--- config.mk ---
export PLATFORM = sky130hd
export DESIGN_NAME = sha1_block_compress_unit
export DESIGN_NICKNAME = d
export VERILOG_FILES = /design/src/hw/rtl/sha1bc_pkg.sv /design/src/hw/rtl/sha1bc_front.sv /design/src/hw/rtl/sha1bc_core.sv /design/src/hw/rtl/sha1_block_compress_unit.sv
export SDC_FILE = /design/constraint.sdc
export NUM_CORES = 2
export LEC_CHECK = 0
export ABC_CLOCK_PERIOD_IN_PS = 16400
export CORE_MARGIN = 1.5
export CORE_UTILIZATION = 55
export CTS_CLUSTER_DIAMETER = 30
export DETAILED_ROUTE_END_ITERATION = 10
export DONT_BUFFER_PORTS = 1
export PLACE_DENSITY = 0.72
export SLEW_MARGIN = 20
export SYNTH_ARGS = -nofsm -noshare
export SYNTH_HDL_FRONTEND = slang
export SYNTH_SLANG_ARGS = --single-unit
--- constraint.sdc ---
create_clock -name clk -period 16.4 [get_ports clk]
set_input_delay 1.64 -clock clk [delete_from_list [all_inputs] [get_ports clk]]
set_output_delay 1.64 -clock clk [all_outputs]
set_load 0.05 [all_outputs]
--- src/hw/rtl/sha1bc_pkg.sv ---
// Shared types, constants and helper functions for the SHA-1 block compression unit.
// Used by sha1bc_front, sha1bc_core and sha1_block_compress_unit; has no dependencies.
package sha1bc_pkg;

    // Stream widths: fields packed from bit 0 up, padded to whole bytes
    localparam int S_TDATA_W = 40;
    localparam int M_TDATA_W = 40;

    localparam int WORD_W  = 32;
    localparam int INDEX_W = 3;

    // Chaining value and message block geometry
    localparam int CV_WORDS   = 5;
    localparam int BLK_WORDS  = 16;
    localparam int NUM_ROUNDS = 80;

    localparam logic [INDEX_W-1:0] LAST_INDEX = INDEX_W'(CV_WORDS - 1);
    localparam logic [3:0]         LAST_MSG   = 4'(BLK_WORDS - 1);
    localparam logic [6:0]         LAST_ROUND = 7'(NUM_ROUNDS - 1);

    // Command queue between front and core
    localparam int CMDQ_DEPTH = 2;
    localparam int CMDQ_AW    = 1;

    // Round constants, one per group of twenty rounds
    localparam logic [WORD_W-1:0] K_CH  = 32'h5A827999;
    localparam logic [WORD_W-1:0] K_P1  = 32'h6ED9EBA1;
    localparam logic [WORD_W-1:0] K_MAJ = 32'h8F1BBCDC;
    localparam logic [WORD_W-1:0] K_P2  = 32'hCA62C1D6;

    // What a queued command asks the core to do
    typedef enum logic {
        CMD_LOAD = 1'b0,
        CMD_MSG  = 1'b1
    } cmd_kind_t;

    typedef struct packed {
        cmd_kind_t            kind;
        logic [INDEX_W-1:0]   idx;
        logic [WORD_W-1:0]    word;
    } cmd_t;

    // Head of the command queue as seen by the core
    typedef struct packed {
        logic avail;
        cmd_t cmd;
    } cmdq_head_t;

    typedef enum logic [1:0] {
        ST_IDLE,
        ST_ROUND,
        ST_FINAL,
        ST_EMIT
    } core_state_t;

    function automatic logic [WORD_W-1:0] rotl1(input logic [WORD_W-1:0] v);
        rotl1 = {v[WORD_W-2:0], v[WORD_W-1]};
    endfunction

    function automatic logic [WORD_W-1:0] rotl5(input logic [WORD_W-1:0] v);
        rotl5 = {v[WORD_W-6:0], v[WORD_W-1:WORD_W-5]};
    endfunction

    function automatic logic [WORD_W-1:0] rotl30(input logic [WORD_W-1:0] v);
        rotl30 = {v[1:0], v[WORD_W-1:2]};
    endfunction

endpackage

--- src/hw/rtl/sha1bc_front.sv ---
// Front end: takes input transfers, drops loads of non-existent chaining words,
// and queues the rest for the core. Depends on sha1bc_pkg.
module sha1bc_front (
    input  logic                               clk,
    input  logic                               rst_n,
    input  logic                               s_tvalid,
    output logic                               s_tready,
    input  logic [sha1bc_pkg::S_TDATA_W-1:0]   s_tdata,  // [2:0] chain_index, [34:3] data_word
    input  logic                               s_tuser,  // [0] func
    output sha1bc_pkg::cmdq_head_t             head,
    input  logic                               pop
);
    import sha1bc_pkg::*;

    cmd_t                 q_mem_reg [CMDQ_DEPTH];
    logic [CMDQ_AW-1:0]   wr_ptr_reg, wr_ptr_next;
    logic [CMDQ_AW-1:0]   rd_ptr_reg, rd_ptr_next;
    logic [CMDQ_AW:0]     count_reg, count_next;

    cmd_t in_cmd;
    logic drop;
    logic push;

    // Classify the incoming transfer
    always_comb
    begin
        in_cmd.kind = cmd_kind_t'(s_tuser);
        in_cmd.idx  = s_tdata[INDEX_W-1:0];
        in_cmd.word = s_tdata[INDEX_W+WORD_W-1:INDEX_W];
        drop        = (in_cmd.kind == CMD_LOAD) && (in_cmd.idx > LAST_INDEX);
    end

    assign s_tready = (count_reg != (CMDQ_AW+1)'(CMDQ_DEPTH));
    assign push     = s_tvalid && s_tready && !drop;

    // Queue pointers and fill level
    always_comb
    begin
        wr_ptr_next = push ? wr_ptr_reg + 1'b1 : wr_ptr_reg;
        rd_ptr_next = pop  ? rd_ptr_reg + 1'b1 : rd_ptr_reg;
        count_next  = count_reg;
        if (push && !pop)
        begin
            count_next = count_reg + 1'b1;
        end
        else if (pop && !push)
        begin
            count_next = count_reg - 1'b1;
        end
    end

    always_ff @(posedge clk or negedge rst_n)
    begin
        if (!rst_n)
        begin
            wr_ptr_reg <= '0;
            rd_ptr_reg <= '0;
            count_reg  <= '0;
        end
        else
        begin
            wr_ptr_reg <= wr_ptr_next;
            rd_ptr_reg <= rd_ptr_next;
            count_reg  <= count_next;
        end
    end

    // Queue storage, no reset
    always_ff @(posedge clk)
    begin
        if (push)
        begin
            q_mem_reg[wr_ptr_reg] <= in_cmd;
        end
    end

    assign head.avail = (count_reg != '0);
    assign head.cmd   = q_mem_reg[rd_ptr_reg];

endmodule

--- src/hw/rtl/sha1bc_core.sv ---
// Back end: chaining value, message window, 80-round engine and result register.
// Depends on sha1bc_pkg; fed by sha1bc_front through the command queue.
module sha1bc_core (
    input  logic                               clk,
    input  logic                               rst_n,
    input  sha1bc_pkg::cmdq_head_t             head,
    output logic                               pop,
    output logic                               m_tvalid,
    input  logic                               m_tready,
    output logic [sha1bc_pkg::M_TDATA_W-1:0]   m_tdata,  // [2:0] hash_index, [34:3] hash_word
    output logic                               m_tlast   // last_word
);
    import sha1bc_pkg::*;

    core_state_t state_reg, state_next;

    logic [WORD_W-1:0]  cv_reg  [CV_WORDS];
    logic [WORD_W-1:0]  win_reg [BLK_WORDS];
    logic [WORD_W-1:0]  a_reg, b_reg, c_reg, d_reg, e_reg;

    logic [3:0]         cnt_reg, cnt_next;
    logic [6:0]         round_reg, round_next;
    logic [INDEX_W-1:0] emit_idx_reg, emit_idx_next;

    logic               out_valid_reg, out_valid_next;
    logic [INDEX_W-1:0] out_idx_reg;
    logic [WORD_W-1:0]  out_word_reg;
    logic               out_last_reg;

    logic               is_msg, is_load, block_done, out_load;
    logic [WORD_W-1:0]  f_val, k_val, t_val, w_new;

    // Decode of the queue head and handshake of the result register
    always_comb
    begin
        pop        = (state_reg == ST_IDLE) && head.avail;
        is_msg     = pop && (head.cmd.kind == CMD_MSG);
        is_load    = pop && (head.cmd.kind == CMD_LOAD);
        block_done = is_msg && (cnt_reg == LAST_MSG);
        out_load   = (state_reg == ST_EMIT) && (!out_valid_reg || m_tready);
    end

    // Next state
    always_comb
    begin
        state_next = state_reg;
        unique case (state_reg)
            ST_IDLE:
            begin
                if (block_done)
                begin
                    state_next = ST_ROUND;
                end
            end
            ST_ROUND:
            begin
                if (round_reg == LAST_ROUND)
                begin
                    state_next = ST_FINAL;
                end
            end
            ST_FINAL:
            begin
                state_next = ST_EMIT;
            end
            ST_EMIT:
            begin
                if (out_load && (emit_idx_reg == LAST_INDEX))
                begin
                    state_next = ST_IDLE;
                end
            end
            default:
            begin
                state_next = ST_IDLE;
            end
        endcase
    end

    // Counters and result valid
    always_comb
    begin
        cnt_next       = cnt_reg;
        round_next     = round_reg;
        emit_idx_next  = emit_idx_reg;
        out_valid_next = out_valid_reg && !m_tready;
        unique case (state_reg)
            ST_IDLE:
            begin
                round_next = '0;
                if (is_msg)
                begin
                    cnt_next = block_done ? 4'd0 : cnt_reg + 4'd1;
                end
            end
            ST_ROUND:
            begin
                round_next = round_reg + 7'd1;
            end
            ST_FINAL:
            begin
                emit_idx_next = '0;
            end
            ST_EMIT:
            begin
                if (out_load)
                begin
                    emit_idx_next  = emit_idx_reg + 1'b1;
                    out_valid_next = 1'b1;
                end
            end
            default:
            begin
                round_next = '0;
            end
        endcase
    end

    // Round function, constant and new schedule word
    always_comb
    begin
        priority if (round_reg < 7'd20)
        begin
            f_val = (b_reg & c_reg) | (~b_reg & d_reg);
            k_val = K_CH;
        end
        else if (round_reg < 7'd40)
        begin
            f_val = b_reg ^ c_reg ^ d_reg;
            k_val = K_P1;
        end
        else if (round_reg < 7'd60)
        begin
            f_val = (b_reg & c_reg) | (b_reg & d_reg) | (c_reg & d_reg);
            k_val = K_MAJ;
        end
        else
        begin
            f_val = b_reg ^ c_reg ^ d_reg;
            k_val = K_P2;
        end
        t_val = rotl5(a_reg) + f_val + e_reg + win_reg[0] + k_val;
        w_new = rotl1(win_reg[13] ^ win_reg[8] ^ win_reg[2] ^ win_reg[0]);
    end

    // Control registers
    always_ff @(posedge clk or negedge rst_n)
    begin
        if (!rst_n)
        begin
            state_reg     <= ST_IDLE;
            cnt_reg       <= '0;
            round_reg     <= '0;
            emit_idx_reg  <= '0;
            out_valid_reg <= 1'b0;
        end
        else
        begin
            state_reg     <= state_next;
            cnt_reg       <= cnt_next;
            round_reg     <= round_next;
            emit_idx_reg  <= emit_idx_next;
            out_valid_reg <= out_valid_next;
        end
    end

    // Chaining value: loads and the final feed-forward add
    always_ff @(posedge clk or negedge rst_n)
    begin
        if (!rst_n)
        begin
            for (int i = 0; i < CV_WORDS; i++)
            begin
                cv_reg[i] <= '0;
            end
        end
        else if (is_load)
        begin
            cv_reg[head.cmd.idx] <= head.cmd.word;
        end
        else if (state_reg == ST_FINAL)
        begin
            cv_reg[0] <= cv_reg[0] + a_reg;
            cv_reg[1] <= cv_reg[1] + b_reg;
            cv_reg[2] <= cv_reg[2] + c_reg;
            cv_reg[3] <= cv_reg[3] + d_reg;
            cv_reg[4] <= cv_reg[4] + e_reg;
        end
    end

    // Message window: words shift in, rounds shift the expanded schedule through
    always_ff @(posedge clk)
    begin
        if (is_msg || (state_reg == ST_ROUND))
        begin
            for (int i = 0; i < BLK_WORDS - 1; i++)
            begin
                win_reg[i] <= win_reg[i+1];
            end
            win_reg[BLK_WORDS-1] <= is_msg ? head.cmd.word : w_new;
        end
    end

    // Working variables
    always_ff @(posedge clk)
    begin
        if (block_done)
        begin
            a_reg <= cv_reg[0];
            b_reg <= cv_reg[1];
            c_reg <= cv_reg[2];
            d_reg <= cv_reg[3];
            e_reg <= cv_reg[4];
        end
        else if (state_reg == ST_ROUND)
        begin
            a_reg <= t_val;
            b_reg <= a_reg;
            c_reg <= rotl30(b_reg);
            d_reg <= c_reg;
            e_reg <= d_reg;
        end
    end

    // Result register payload
    always_ff @(posedge clk)
    begin
        if (out_load)
        begin
            out_idx_reg  <= emit_idx_reg;
            out_word_reg <= cv_reg[emit_idx_reg];
            out_last_reg <= (emit_idx_reg == LAST_INDEX);
        end
    end

    assign m_tvalid = out_valid_reg;
    assign m_tdata  = {(M_TDATA_W-WORD_W-INDEX_W)'(0), out_word_reg, out_idx_reg};
    assign m_tlast  = out_last_reg;

endmodule

--- src/hw/rtl/sha1_block_compress_unit.sv ---
// SHA-1 block compression unit: loads, message words in, five chaining words out.
// Flow: each load or message word passes through the command queue into the core; the sixteenth
// message word starts the round engine, then the feed-forward add, then the five results leave
// through the result register in index order. The core takes no new words until the last result
// is loaded into the result register, so blocks do not overlap in the single round engine.
// The two-entry command queue keeps accepting while the core is busy, until it fills.
// Reset: rst_n asynchronous, active low; clears chaining value, word count, queue and result valid.
module sha1_block_compress_unit (
    input  logic                               clk,
    input  logic                               rst_n,
    input  logic                               s_tvalid,
    output logic                               s_tready,
    input  logic [sha1bc_pkg::S_TDATA_W-1:0]   s_tdata,  // [2:0] chain_index, [34:3] data_word
    input  logic                               s_tuser,  // [0] func
    output logic                               m_tvalid,
    input  logic                               m_tready,
    output logic [sha1bc_pkg::M_TDATA_W-1:0]   m_tdata,  // [2:0] hash_index, [34:3] hash_word
    output logic                               m_tlast
);
    import sha1bc_pkg::*;

    cmdq_head_t cmd_head;
    logic       cmd_pop;

    sha1bc_front u_front (
        .clk      (clk),
        .rst_n    (rst_n),
        .s_tvalid (s_tvalid),
        .s_tready (s_tready),
        .s_tdata  (s_tdata),
        .s_tuser  (s_tuser),
        .head     (cmd_head),
        .pop      (cmd_pop)
    );

    sha1bc_core u_core (
        .clk      (clk),
        .rst_n    (rst_n),
        .head     (cmd_head),
        .pop      (cmd_pop),
        .m_tvalid (m_tvalid),
        .m_tready (m_tready),
        .m_tdata  (m_tdata),
        .m_tlast  (m_tlast)
    );

    // The core only takes commands the queue actually holds
    a_pop_avail: assert property (@(posedge clk) disable iff (!rst_n)
        cmd_pop |-> cmd_head.avail)
        else $error("command popped from empty queue");

    // Last marker only on the final chaining word
    a_last_index: assert property (@(posedge clk) disable iff (!rst_n)
        m_tvalid |-> (m_tlast == (m_tdata[INDEX_W-1:0] == LAST_INDEX)))
        else $error("tlast does not match hash index");

    // Consecutive results count up through the chaining words
    a_index_order: assert property (@(posedge clk) disable iff (!rst_n)
        (m_tvalid && m_tready && !m_tlast) ##1 m_tvalid
            |-> m_tdata[INDEX_W-1:0] == $past(m_tdata[INDEX_W-1:0]) + 1'b1)
        else $error("hash index out of order");

endmodule

==> impl_metrics.toml <==
[global_routing]
grt_antenna_before_repair = 0
grtUsageMet2_pct = 42.02
gr-usage-all-layers_pct = 29.03
grt_overflow = 0
grt_pass1_vias = 32600
met3_usage_pct = 7.049
grt-busiest-layer = "met2"
met1_usage_pct = 41.01
grt_max_degree = 182
grt_pass1_wl_um = 196000

[critical_path]
worstSetupStartpoint = "u_core.round_reg[4]$_DFFE_PN0P_"
timing.rr.start = "u_core.round_reg[4]$_DFFE_PN0P_"
r2r_slack_ps = 7740
cp.arrival_ps = 9160
slowest_stage = "nand2_1"
critPathLaunchType = "register"
critPathMaxStageDelay_ps = 890
rr_endpoint = "u_core.a_reg[28]$_DFFE_PP_"
reg2reg_depth = 23
worstSetupEndpointType = "register"
crit_type = "register to register"
worstPathCellList = "and3_1 -> nor3_1 -> inv_2 -> nand2_1 -> buf_4 -> nor2_1 -> a211oi_1 -> fa_1 -> inv_1 -> fa_1 -> fa_1 -> inv_1 -> ha_1 -> a211oi_1 -> o211ai_1 -> a31oi_1 -> o21ai_0 -> a31oi_1 -> a31oi_1 -> a31oi_1 -> and2_1 -> xor2_1 -> o21ai_0"
path_max_fanout = 19
cp_common_cell = "a31oi_1"
required_ps = 16890

[clock_tree]
clk_latency_ps = 800
cts_tree = "built"
clock-sinks = 961
postCtsSetupBuffers = 0
cts_buffer_depth = 3
hold_buffers = 0
clockRootBuffer = "clkbuf_16"
path_clk_slew_ps = 50
cts_max_level = 4
cts_buffers = 194
cts_resized = 0

[yosys]
synthArstFlopShare_pct = 18.83
ys_ff_latch = 961
yosysWarnings = 0
synth.lib_cells_used.distinct = 84
ys.flop_type = "edfxtp_1"
synth_edf_count = 780
synth.avg_cell_area_um2 = 12.21
synth_area_mm2 = 0.04881
seq_area_frac_synth_pct = 57.27
syn_inst = 3998

[sta]
fin_skew_ps = 46.55
max_freq_mhz = 115.5
layout_min_cycle_time_ps = 8661
rsz0062_at_grt = "false"
final-hold-violation-count = 0
tightest_slew_ps = 1239
fin_tns_setup_ps = 0
fin_crit_sh_pct = 52.81
slew-limit-headroom_pct = 15.02
setup_viol = 0
slew_viol_final = 0

[route]
vias = 33460
drt-initial-drc-count = 3655
postRouteAntennaNets = 0
route.detailed.drc = 0
drt_pre_antenna_iters = 6
totalWireLength_um = 130400
wl_per_cell_um = 23.97
vias_per_cell = 6.151

[floorplan]
initial_core_util_pct = 55.40
die_w_um = 300.9
rows = 109
die_area_mm2 = 0.09054
core_area_mm2 = 0.08810
num_io_pins = 88
die_y_um = 300.9

[placement]
port_buffers = 0
dp_hpwl_um = 84690
gp_congestion = 0.9474

[run_status]
outcome = "finished clean"

[finish]
diodes = 0
utilization_pct = 64.59
fillers = 6556
largest_reg_flops = 512
drive_gt1_share_pct = 11.25
nets = 4505
syn_to_final_growth_pct = 16.58

[power]
power_density_mw_per_mm2 = 118.2
ir_drop_mv = 0.1362
power.leakage_nw = 24.56

[min_path]
hold_path_depth = 0
min_to = "u_core.win_reg[0][3]$_DFFE_PP_"
hold_class = "register to register"
hold_start = "u_core.win_reg[0][35]$_DFFE_PP_"

[job]
drv_cap = 0
## cell usage after synthesis (all sizes together), types with 22 or more instances
cell	instances	share of area, %
o32ai	26	0.47
mux2i	47	0.96
a211oi	22	0.36
nand3	40	0.41
nor3	29	0.30
xnor2	140	2.5
nand2	659	5.1
nor2	205	1.6
nor2b	60	0.77
fa	124	5.1
nand2b	38	0.49
ha	229	5.9
inv	257	2.0
a21o	72	1.1
dfrtp	181	9.3
o21ai	187	1.9
edfxtp	780	48
xor2	107	1.9
clkbuf	120	0.92
a21oi	205	2.2
o221ai	122	2.2
mux4	32	1.5
## per-layer routing
| layer | up-vias | part of all wire [%] | wire, µm |
|---|---|---|---|
| met1 | 16570 | 42 | 54220 |
| met2 | 1734 | 44 | 57260 |
| met3 | 353 | 10 | 12990 |
| li1 | 14810 | - | - |
| met5 | - | 0 | 0 |
| met4 | 0 | 4.6 | 5948 |
## per-stage QoR
| stage | power [mW] | hold slack (ps) | setup slack, ps | instance area (µm²) | instances |
|---|---|---|---|---|---|
| 2_1_floorplan | 2.765 | 400.3 | 8125 | 48820 | 4002 |
| 3_3_place_gp | 2.827 | 400.7 | 8145 | 50250 | 5075 |
| 3_5_place_dp | 2.830 | 404.5 | 8073 | 50250 | 5075 |
| 4_1_cts | 6.761 | 395.8 | 8034 | 56880 | 5439 |
| 5_1_grt | 6.888 | 410.0 | 7435 | 56900 | 5440 |
| 6_report | 6.723 | 396.8 | 7739 | 56900 | 5440 |
## logic make-up after synthesis
logic type	Yosys count	share of synthesized area [%]
buffers and inverters	394	3.071
AO/OA/AOI/OAI	827	11.64
flip-flops	961	57.27
AND/OR/NAND/NOR	1123	9.885
adder cells (fa/ha/maj)	353	10.96
other	1	0.007683
multiplexers	92	2.740
XOR/XNOR	247	4.432
## power breakdown
group          internal, mW  switching, mW
logic                0.0235         0.0968
clock network          2.55           1.38
registers              2.66         0.0126
total                  5.24           1.49
## worst max-delay path by stage
stage / to / slack [ps] / depth (start not counted)
3_5_place_dp: u_core.a_reg[28]$_DFFE_PP_ / 8070 / 23
2_1_floorplan: u_core.win_reg[0][0]$_DFFE_PP_ / 8120 / 6
5_1_grt: u_core.a_reg[28]$_DFFE_PP_ / 7440 / 23
4_1_cts: u_core.a_reg[28]$_DFFE_PP_ / 8030 / 23
6_report: u_core.a_reg[28]$_DFFE_PP_ / 7740 / 23
3_3_place_gp: u_core.a_reg[28]$_DFFE_PP_ / 8140 / 23
## critical path: cells and delay by family (launching register included)
| kind | cells | cell delay [ps] |
|---|---|---|
| adders and majority gates | 4 | 1620 |
| buffers and inverters | 4 | 1090 |
| AOI/OAI and AO/OA | 9 | 2830 |
| and+or+nand+nor | 5 | 2170 |
| xor gates and xnor gates | 1 | 160 |
| DFF | 1 | 460 |
## layout by cell type, fill, tap and decap left out, types with 19 or more instances in the layout
cell type	instances
inv_1	256
o211ai_1	20
fa_1	124
o32ai_1	24
clkinv_4	19
nor3_1	28
and3_1	20
nand2_1	653
mux2i_1	46
xnor2_1	140
xor2_1	107
dfrtp_1	178
mux4_2	32
a31oi_1	20
clkinv_2	27
o221ai_1	122
buf_4	41
nor2_1	202
clkbuf_16	196
edfxtp_1	780
nand3_1	40
bufinv_16	19
a211oi_1	20
nor2b_1	60
o21ai_0	176
inv_6	25
a21oi_1	195
clkinvlp_4	21
ha_1	229
nand2b_1	37
a21o_1	72
clkbuf_1	28
## cell type report
type,count,area (µm²),area share (%)
tap,1165,1458,2.562
clock inverter,131,1496,2.630
inverter,257,964.7,1.695
sequential,961,27960,49.13
multi-input combinational,2647,19480,34.24
clock buffer,233,5134,9.022
timing repair buffer,46,407.9,0.7168
No activity file was read; power rests on OpenSTA's default activity.
